$ cat src/hw/rtl/lod_ram.sv
`default_nettype none

module lod_ram #(
    parameter int WIDTH = 8,
    parameter int DEPTH = 256,
    parameter int AW    = (DEPTH > 1) ? $clog2(DEPTH) : 1
) (
    input  wire logic             i_clk,
    input  wire logic             i_we,
    input  wire logic [AW-1:0]    i_waddr,
    input  wire logic [WIDTH-1:0] i_wdata,
    input  wire logic [AW-1:0]    i_raddr,
    output logic      [WIDTH-1:0] o_rdata
);

    logic [WIDTH-1:0] r_mem [DEPTH];
    logic [WIDTH-1:0] r_rdata;

    // One write port and one registered read port.
    always_ff @(posedge i_clk) begin
        if (i_we) begin
            r_mem[i_waddr] <= i_wdata;
        end
        r_rdata <= r_mem[i_raddr];
    end

    assign o_rdata = r_rdata;

endmodule

`default_nettype wire

$ cat config.mk
export PLATFORM = sky130hd
export DESIGN_NAME = lod_ram
export DESIGN_NICKNAME = d
export VERILOG_FILES = /design/src/hw/rtl/lod_ram.sv
export SDC_FILE = /design/constraint.sdc
export NUM_CORES = 2
export LEC_CHECK = 0
export BUFFER_PORTS_ARGS = -buffer_cell sky130_fd_sc_hd__buf_2
export CAP_MARGIN = 0
export CORE_ASPECT_RATIO = 1.4
export CORE_MARGIN = 2
export CORE_UTILIZATION = 42
export CTS_CLUSTER_DIAMETER = 100
export DETAILED_ROUTE_END_ITERATION = 7
export PLACE_DENSITY = 0.69
export SYNTH_ARGS = -nofsm -noshare
export SYNTH_HDL_FRONTEND = slang
export SYNTH_SLANG_ARGS = --single-unit
$ cat constraint.sdc
create_clock -name i_clk -period 2.45 [get_ports i_clk]
set_clock_uncertainty 0.05 [all_clocks]
set_input_delay 0.3675 -clock i_clk [delete_from_list [all_inputs] [get_ports i_clk]]
set_output_delay 0.3675 -clock i_clk [all_outputs]
set_load 0.01 [all_outputs]
==> results.yml <==
run_status:
  status: "completed"
final_layout:
  area_growth_syn_to_layout_pct: 18.4
  utilization_pct: 49.9
  final_cell_mix: "2,048 x edfxtp_1, 646 x buf_4, 454 x mux4_2"
  num-nets-final: 4489
  fill_cells: 14900
  drive_gt1_share_pct: 33.0
  final_common_cell: "edfxtp_1"
power_and_ir_drop:
  pwr-share-seq_pct: 55.0
  swShare_pct: 21.2
  peakVddDrop_uv: 574
  power.density_nw_per_um2: 748
  p_int_mw: 55.6
  p_leak_nw: 30.5
  p_switching_mw: 14.9
  power.total_mw: 70.5
  p_clk_share_pct: 39.0
  p_comb_share_pct: 5.9
worst_setup_path:
  start_kind: "flop"
  slowest_stage: "mux4_2"
  cp_slowest_stage_delay_ns: 0.57
  critPathBufInv: 1
  cp_common_cell: "mux4_2"
  crit_path_end_kind: "flop"
  cpLargestDelayFamily: "multiplexers"
  crit_arrival_ns: 3.06
  crit_required_ns: 3.10
  worstPathCellList: "mux4_2 -> mux4_2 -> nor2b_1 -> nor4_2 -> buf_4 -> nor4_1"
  cp_max_fo: 1
  crit_type: "flop to flop"
yosys:
  ys_warn_count: 0
  synth_flop_cell: "edfxtp_1"
  synth_area_per_cell_um2: 21.3
  synth_enable_flop_cells: 2048
  synthTopCellsByArea: "edfxtp_1 77%, mux4_2 13%, mux2i_1 1.7%"
  syn_inst: 3733
  seq_area_frac_synth_pct: 77.5
  ys_ff_latch: 2056
  synth.net_count: 3759
  synth.distinct_cells: 55
  syn-cell-area_um2: 79600
  synth_top_area_share_pct: 77.3
  synth.largest_area_cell: "edfxtp_1"
  synth-async-reset-ratio_pct: 0
sta:
  clock.fmax_ghz: 0.415
  rsz0062_at_grt: "false"
  slew_headroom_pct: 23.1
  period_minus_slack_ns: 2.41
  hold_violations: 0
  slew_viol_final: 0
  setup_violations: 0
  tightest_slew_ns: 1.15
  min_period_over_period_pct: 98.4
floorplan:
  core_um2: 189000
  chipHeight_um: 519
  rows: 189
  die_w_um: 372
  pin_count: 34
  start_util_pct: 42.2
  die_area_um2: 193000
placed_design:
  io_buffer_count: 33
  place.gp.congestion: 0.885
  hpwl_mm: 134
cts:
  clock-root-buffer: "clkbuf_16"
  clockBufferDepth: 3
  clk_latency_ns: 0.82
  cts_setup_buffers: 0
  numCtsBuffers: 174
  cts_num_sinks: 2056
  cts_htree_levels: 4
  cts_tree: "done"
  path_clk_slew_ns: 0.07
global_routing:
  grt_max_degree: 105
  grt_pass1_vias: 42200
  grt.total_usage_pct: 20.6
  globalRoute.totalOverflow: 0
  antenna_found_initial: 13
  grt_pass1_wl_mm: 289
worst_hold_path:
  min_path_type: "primary input to flop"
drt:
  drtIter0Drc: 4876
  drc: 0
  wl_per_cell_um: 28.1
  vias: 40900
  via_per_inst: 5.77
  totalWireLength_mm: 200
  ant_nets: 0
  firstDrtPassIters: 7
flow_run:
  max-cap-violations: 0
## logic make-up (layout without fill, tap and decap cells)
kind of cell / after synthesis / in the layout / synth area share [%]
other: 0 / 6 / 0
AO/OA/AOI/OAI: 385 / 385 / 3.42
AND/OR/NAND/NOR: 466 / 466 / 2.63
flip-flops: 2056 / 2056 / 77.5
buffers and inverters: 235 / 1104 / 1.83
multiplexers: 591 / 591 / 14.6
## layer usage
layer | wire, um | vias up | track usage [%]
li1 | - | 17100 | -
met1 | 71300 | 21500 | 24.4
met2 | 105000 | 1726 | 36.3
met3 | 13400 | 481 | 3.79
met4 | 9670 | 18 | 9.38
met5 | 115 | - | 0
## per-stage QoR
step	setup slack (ns)	area, um2	hold slack [ns]	cells	setup TNS [ns]
after floorplan	0.0946	79600	0.416	3733	0
after detailed placement	-1.06	88500	0.769	6766	-5.81
after global routing	0.00688	94200	0.0393	7086	0
after global placement	-1.07	88500	0.762	6766	-5.68
after CTS	0.00987	94200	0.0226	7085	0
final	0.0390	94200	0.0344	7091	0
## power by group through the flow
| stage | combinational [mW] | clock [mW] | sequential, mW |
|---|---|---|---|
| floorplan | 1.88 | 0 | 39.6 |
| global placement | 4.10 | 0 | 39.6 |
| detailed placement | 4.17 | 0 | 39.6 |
| CTS | 4.21 | 27.9 | 38.8 |
| global route | 4.39 | 29.1 | 38.8 |
| finish | 4.19 | 27.5 | 38.8 |
## registers in the layout, summed over array words and instances (netlist names)
register  count
r_mem      2048
o_rdata       8
## Yosys cell counts, drive strengths merged (6+ instances only)
| cell | instances |
|---|---|
| o21ai | 12 |
| mux2i | 134 |
| o221ai | 47 |
| o211ai | 10 |
| nor2 | 282 |
| nor4 | 27 |
| nor3 | 22 |
| nor2b | 31 |
| clkbuf | 111 |
| and2 | 6 |
| nand2b | 8 |
| dfxtp | 8 |
| a211oi | 16 |
| buf | 122 |
| nand4 | 10 |
| mux4 | 456 |
| a221oi | 14 |
| o22ai | 28 |
| a21oi | 96 |
| a22o | 8 |
| nand2 | 33 |
| a22oi | 133 |
| nand3 | 34 |
| edfxtp | 2048 |
## timing repair
| item | 4_1_cts | 5_1_grt |
|---|---|---|
| setup endpoints to repair | 6 | 4 |
| gates resized for setup | 8 | 6 |
| hold endpoints to repair | 129 | 0 |
| hold buffers | 4 | 0 |
| cloned | 0 | 0 |
| pin swaps | 2 | 4 |
## area by class of cell
type                    count  area [um2]  area share [%]
clock buffers             216        4590            4.87
multi-input cells        1442       16600            17.6
diodes                      6        15.0          0.0159
clock inverters            99        1010            1.07
flip-flops and latches   2056       61700            65.4
inverters                   2        7.51         0.00797
repair buffers            787        7260            7.71
well taps                2483        3110            3.30
## final timing paths
| kind | from | to | slack [ns] | cells past startpoint |
|---|---|---|---|---|
| worst max-delay path | r_mem[84][1]$_DFFE_PP_ | o_rdata[1]$_DFF_P_ | 0.04 | 6 |
| worst min-delay path | i_wdata[5] | r_mem[62][5]$_DFFE_PP_ | 0.03 | 1 |
| worst max register to register | r_mem[84][1]$_DFFE_PP_ | o_rdata[1]$_DFF_P_ | 0.04 | 6 |
| worst min register to register | r_mem[32][5]$_DFFE_PP_ | o_rdata[5]$_DFF_P_ | 1.01 | 7 |
(Power assumes the default switching activity.)
