[config.mk]
export PLATFORM = sky130hd
export DESIGN_NAME = lod_pick
export DESIGN_NICKNAME = d
export VERILOG_FILES = /design/src/hw/rtl/lod_pkg.sv /design/src/hw/rtl/lod_pick.sv
export SDC_FILE = /design/constraint.sdc
export NUM_CORES = 2
export LEC_CHECK = 0
export BUFFER_PORTS_ARGS = -buffer_cell sky130_fd_sc_hd__buf_2
export CAP_MARGIN = 0
export CORE_MARGIN = 10
export CORE_UTILIZATION = 33
export DETAILED_ROUTE_END_ITERATION = 16
export PLACE_DENSITY = 0.58
export SLEW_MARGIN = 40
export SYNTH_ARGS = -nofsm -noshare
export SYNTH_HDL_FRONTEND = slang
export SYNTH_SLANG_ARGS = --single-unit
[constraint.sdc]
create_clock -name vclk -period 19.4
set_input_delay 0.97 -clock vclk [all_inputs]
set_output_delay 0.97 -clock vclk [all_outputs]
set_load 0.01 [all_outputs]
[src/hw/rtl/lod_pkg.sv]
`default_nettype none

package lod_pkg;

    // Default sizes of the entity and threshold stores.
    localparam int MAX_ENTITIES_DEF = 256;
    localparam int MAX_LEVELS_DEF   = 8;

    // Field and datapath widths.
    localparam int THR_W  = 34;
    localparam int RAD_W  = 16;
    localparam int LVL_W  = 3;
    localparam int CNT_W  = 4;
    localparam int CFG_W  = 16;
    localparam int DIF_W  = 17;
    localparam int SQ_W   = 32;
    localparam int DSQ_W  = 34;
    localparam int NUM_W  = 32;
    localparam int PRD_W  = NUM_W + CFG_W;
    localparam int EFF_W  = DSQ_W + CFG_W;
    localparam int SD_W   = DSQ_W + CFG_W;
    localparam int SDK_W  = SD_W + 4;
    localparam int E100_W = EFF_W + 7;
    localparam int WIDE_W = 64;

    // Reset values of the configuration registers.
    localparam logic [CFG_W-1:0] BIAS_SQ_RST    = 16'd4096;
    localparam logic [CFG_W-1:0] FRAC_SCALE_RST = 16'd4096;
    localparam logic [CFG_W-1:0] SCREEN_THR_RST = 16'd1311;

    typedef enum logic [1:0] {
        CMD_LOAD     = 2'd0,
        CMD_REGISTER = 2'd1,
        CMD_SELECT   = 2'd2,
        CMD_NOP      = 2'd3
    } t_cmd;

    typedef enum logic [1:0] {
        CFG_MODE       = 2'd0,
        CFG_BIAS_SQ    = 2'd1,
        CFG_FRAC_SCALE = 2'd2,
        CFG_SCREEN_THR = 2'd3
    } t_cfg_idx;

    typedef enum logic [3:0] {
        S_CLEAR,
        S_IDLE,
        S_SQUARE,
        S_ENTRY,
        S_PRODUCT,
        S_SCALE,
        S_SCAN,
        S_DECIDE,
        S_DONE
    } t_state;

    // One word of the entity store.
    typedef struct packed {
        logic             valid;
        logic [CNT_W-1:0] count;
        logic [RAD_W-1:0] radius;
        logic [LVL_W-1:0] level;
    } t_entry;

    localparam int ENT_W = $bits(t_entry);

    // Control handed from the sequencer to the level picker.
    typedef struct packed {
        logic             screen_mode;
        logic [LVL_W-1:0] scan_idx;
        logic [LVL_W-1:0] target;
        logic [LVL_W-1:0] cur;
    } t_pick_ctl;

endpackage

`default_nettype wire

[src/hw/rtl/lod_pick.sv]
`default_nettype none

module lod_pick (
    input  wire lod_pkg::t_pick_ctl                i_ctl,
    input  wire logic [lod_pkg::THR_W-1:0]         i_thr_scan,
    input  wire logic [lod_pkg::THR_W-1:0]         i_thr_target,
    input  wire logic [lod_pkg::THR_W-1:0]         i_thr_cur,
    input  wire logic [lod_pkg::EFF_W-1:0]         i_eff,
    input  wire logic [lod_pkg::E100_W-1:0]        i_eff100,
    input  wire logic [lod_pkg::WIDE_W-1:0]        i_lhs,
    input  wire logic [lod_pkg::SD_W-1:0]          i_sd,
    input  wire logic [lod_pkg::SDK_W-1:0]         i_sd10,
    input  wire logic [lod_pkg::SDK_W-1:0]         i_sd9,
    output logic                                   o_hit,
    output logic      [lod_pkg::LVL_W-1:0]         o_sel
);

    localparam logic [lod_pkg::LVL_W-1:0] TOP_LVL = '1;

    logic [lod_pkg::WIDE_W-1:0] scan_rhs;
    logic [lod_pkg::WIDE_W-1:0] far_lim;
    logic [lod_pkg::WIDE_W-1:0] near_lim;
    logic [lod_pkg::WIDE_W-1:0] up_lim;
    logic [lod_pkg::WIDE_W-1:0] dn_lim;
    logic [lod_pkg::WIDE_W-1:0] eff100_w;
    logic                       finer;
    logic                       coarser;
    logic                       keep;

    // Threshold test for the level under scan.
    always_comb begin
        scan_rhs = lod_pkg::WIDE_W'(i_sd10) << (TOP_LVL - i_ctl.scan_idx);
        if (i_ctl.screen_mode) begin
            o_hit = (i_lhs >= scan_rhs);
        end else begin
            o_hit = (i_eff < lod_pkg::EFF_W'({i_thr_scan, 12'd0}));
        end
    end

    // Hysteresis: keep the current level unless the margin is passed.
    always_comb begin
        eff100_w = lod_pkg::WIDE_W'(i_eff100);
        far_lim  = lod_pkg::WIDE_W'({i_thr_target, 12'd0}) * 64'd81;
        near_lim = lod_pkg::WIDE_W'({i_thr_cur, 12'd0}) * 64'd121;
        up_lim   = (lod_pkg::WIDE_W'(i_sd10) << (TOP_LVL - i_ctl.target))
                 + (lod_pkg::WIDE_W'(i_sd) << (TOP_LVL - i_ctl.cur));
        dn_lim   = lod_pkg::WIDE_W'(i_sd9) << (TOP_LVL - i_ctl.cur);
        finer    = (i_ctl.target < i_ctl.cur);
        coarser  = (i_ctl.target > i_ctl.cur);
        if (i_ctl.screen_mode) begin
            keep = (finer && (i_lhs < up_lim)) || (coarser && (i_lhs > dn_lim));
        end else begin
            keep = (finer && (eff100_w > far_lim)) || (coarser && (eff100_w < near_lim));
        end
        o_sel = keep ? i_ctl.cur : i_ctl.target;
    end

endmodule

`default_nettype wire

==> summary.md <==
- **outcome** finished clean
- **count of final setup violators** 0
- **drc violations** 0
- **WL final** 92,400 um
- **number of core rows** 103
- **static power due to leakage** 15.1 nW
- **detailed placement HPWL** 81,800 um
- **Setup crit start kind** input pin
- **remaining global-route overflow** 0
- **post-synth top area share** 27.6%
- **part of the Yosys area used for sequential elements** 0%
- **setup repair after global routing missed its margin** no
- **clock period minus final worst setup slack** 9.91 ns
- **arrival time reported for the critical path endpoint** 8.94 ns
- **slew margin rel.** 43.4%
- **die area** 91,900 um^2
- **count of clock-net buffers in the final layout** 0
- **Die X** 303 um
- **power per unit of standard cell area** 72.4 nW/um^2
- **top fanout value on the critical path** 57
- **slew of the pin with the lowest slew margin** 0.850 ns
- **distinct cell type count of the synthesized netlist** 79
- **layout-stage area growth over the synthesis result** 12.5%
- **Fillers** 8,282
- **maximum vdd ir drop** 0.0000450 V
- **vias in the first global route** 24.3k
- **Post-CTS Setup Inserts** 0
- **max-cap check violation count** 0
- **Tcrit/Tclk final** 51.1%
- **via-per-instance ratio** 5.53
- **Die Y-Extent** 303 um
- **most area-consuming cells after synthesis** ha_1, mux4_2, fa_1, inv_1, mux2i_1
- **Worst Hold Class** in2out
- **count of port buffers added during placement** 433
- **combined area of the multi-input logic cells** 24,500 um^2
- **required time of the worst setup path** 18.43 ns
- **worst setup path startpoint** i_ctl[0]
- **effective utilization at floorplan** 33.4%
- **Syn. warnings** 0
- **ANT nets after route** 0
- **post-synthesis instance area** 26,500 um^2
- **First DRT Iteration DRCs** 1,774
- **Seq Cell Count** 0
- **Post-CTS Resized** 0
- **pin count of the biggest net entering global routing** 64
- **Net Count, Synth** 4,204
- **worst hold margin** 2.36 ns
- **NumNets Final** 4,551
- **vias after detailed routing** 24.7k
- **end point of the critical path** o_sel[1]
- **Yosys top cell by area** ha_1
- **global placement routability congestion** 0.930
- **Hold Vio Cnt, Final** 0
- **detailed-route wire length per cell** 20.7 um
- **number of hold buffers added after CTS** 0
- **TritonRoute pass-1 iters** 5
- **synthesized instance count** 3,059
- **fraction of layout instances using a drive strength above 1** 21.7%
- **total area of sequential cells** 0 um^2
- **top-level port count** 445
- **number of antenna violations at the first check in global routing** 46
- **Worst Setup Path Type** in2out
- **setup tns final** 0 ns
- **core area** 79,300 um^2
- **wire length of the first global-routing pass** 140,000 um
- **pins over their slew limit** 0
- **achievable frequency** 0.101 GHz
- **global-route total usage across every layer** 19.1%
- **syn avg cell area** 8.65 um^2
- **Critical Path End Type** output port
[layout make-up]
cell class / instances / area share (%)
inverter: 409 / 5.18
antenna: 19 / 0.160
multi-input combinational: 2547 / 82.5
tap: 1050 / 4.41
timing repair buffer: 448 / 7.80
[power breakdown]
| part | internal (mW) | total, mW | switching [mW] | leakage (nW) |
|---|---|---|---|---|
| combinational | 0.951 | 2.16 | 1.20 | 15.1 |
| sequential | 0 | 0 | 0 | 0 |
| clock | 0.000000123 | 0.000000123 | 0 | 0.000120 |
[cell usage after synthesis (5+ instances only)]
cell type    n
ha_1       583
inv_1      404
a21oi_1    220
mux4_2     159
a21o_1     150
nor2_1     138
nand2_1    135
mux2i_1    131
o21ai_0    128
fa_1       121
mux2_2     105
clkbuf_1    69
nand4_1     64
xnor2_1     61
xor2_1      54
nand3_1     51
nor2b_1     50
nor3_1      45
nand2b_1    36
o21bai_1    35
a211oi_1    34
buf_1       29
and3_1      19
a31oi_1     18
o21a_1      18
nor4_1      17
and2_1      15
o211ai_1    14
o31ai_1     13
or3_1       13
a2111oi_0   10
o22ai_1      8
a311oi_1     7
a211o_1      6
a21boi_0     6
a221oi_1     6
and4_1       6
o311ai_0     6
or2_2        5
[stage by stage]
| stage | cell area, um^2 | std cells | total power, mW | utilization (%) | worst slack [ns] |
|---|---|---|---|---|---|
| after global placement | 29700 | 4452 | 2.13 | 37.4 | 9.70 |
| after detailed placement | 29700 | 4453 | 2.14 | 37.5 | 9.66 |
| after floorplan | 26500 | 3059 | 1.64 | - | 11.33 |
| final | 29800 | 4473 | 2.16 | 37.6 | 9.49 |
| after CTS | 29700 | 4453 | 2.16 | 37.5 | 9.63 |
| after global routing | 29700 | 4463 | 2.48 | 37.5 | 9.11 |
[worst max-delay path, cell delays in order]
cell and delay, ns:
buf_6 0.45, buf_4 0.54, buf_12 0.28, mux2_2 0.42, o21ai_0 0.48, o22ai_1 0.17, ha_1 0.39, o211ai_1 0.12
a211o_1 0.33, a211oi_1 0.37, nor2_1 0.17, o41a_1 0.44, o31ai_4 0.37, nand2_1 0.18, a311oi_1 0.32, o311ai_0 0.20
xnor2_1 0.18, nand2_1 0.09, ha_1 0.31, nand4_1 0.10, nor4_1 0.54, nand2_1 0.13, nand3_1 0.16, a21oi_1 0.07
o41ai_1 0.36, buf_4 0.22, mux2_2 0.35, buf_2 0.14
[layout by cell type, fill, tap and decap left out, types with 18 or more instances in the layout]
cell type,netlist,layout
a21oi_1,220,220
diode_2,0,19
nand4_1,64,64
nand2b_1,36,36
fa_1,121,121
o21a_1,18,18
mux2_2,105,105
xnor2_1,61,61
nand3_1,51,51
and3_1,19,19
a31oi_1,18,18
buf_2,4,431
mux4_2,159,159
nor3_1,45,45
nand2_1,135,135
xor2_1,54,54
a21o_1,150,150
nor2b_1,50,50
o21ai_0,128,128
a211oi_1,34,34
nor2_1,138,138
inv_1,404,404
o21bai_1,35,35
mux2i_1,131,131
ha_1,583,583
[how the worst min path moves through the flow]
stage | startpoint | endpoint | slack, ns | cells past startpoint
2_1_floorplan | i_ctl[9] | o_hit | 2.11 | 2
3_3_place_gp | i_eff[46] | o_hit | 2.35 | 5
3_5_place_dp | i_eff[46] | o_hit | 2.37 | 5
4_1_cts | i_eff[46] | o_hit | 2.37 | 5
5_1_grt | i_eff[47] | o_hit | 2.41 | 5
6_report | i_eff[46] | o_hit | 2.36 | 5
[cell families (layout without fill, tap and decap cells)]
kind of cell	count (synthesis)	in the layout	share of synthesized area, %
mux	395	395	23.0
xor+xnor	115	115	3.81
compound gates	725	725	17.7
simple gates	608	608	11.5
other cells	0	19	0
fa+ha+maj	704	704	36.7
buf+inv	512	857	7.29
[routing by layer]
metal / track usage, % / routed length (um) / vias to the layer above / share of wire, %
met2: 30.6 / 41400 / 838 / 45
met4: 4.67 / 2320 / 44 / 2.5
met5: 0 / 262 / - / 0.28
met3: 4.27 / 8390 / 141 / 9.1
li1: - / - / 12058 / -
met1: 25.8 / 40100 / 11667 / 43
Note: power is estimated with default switching activity, not from simulation.
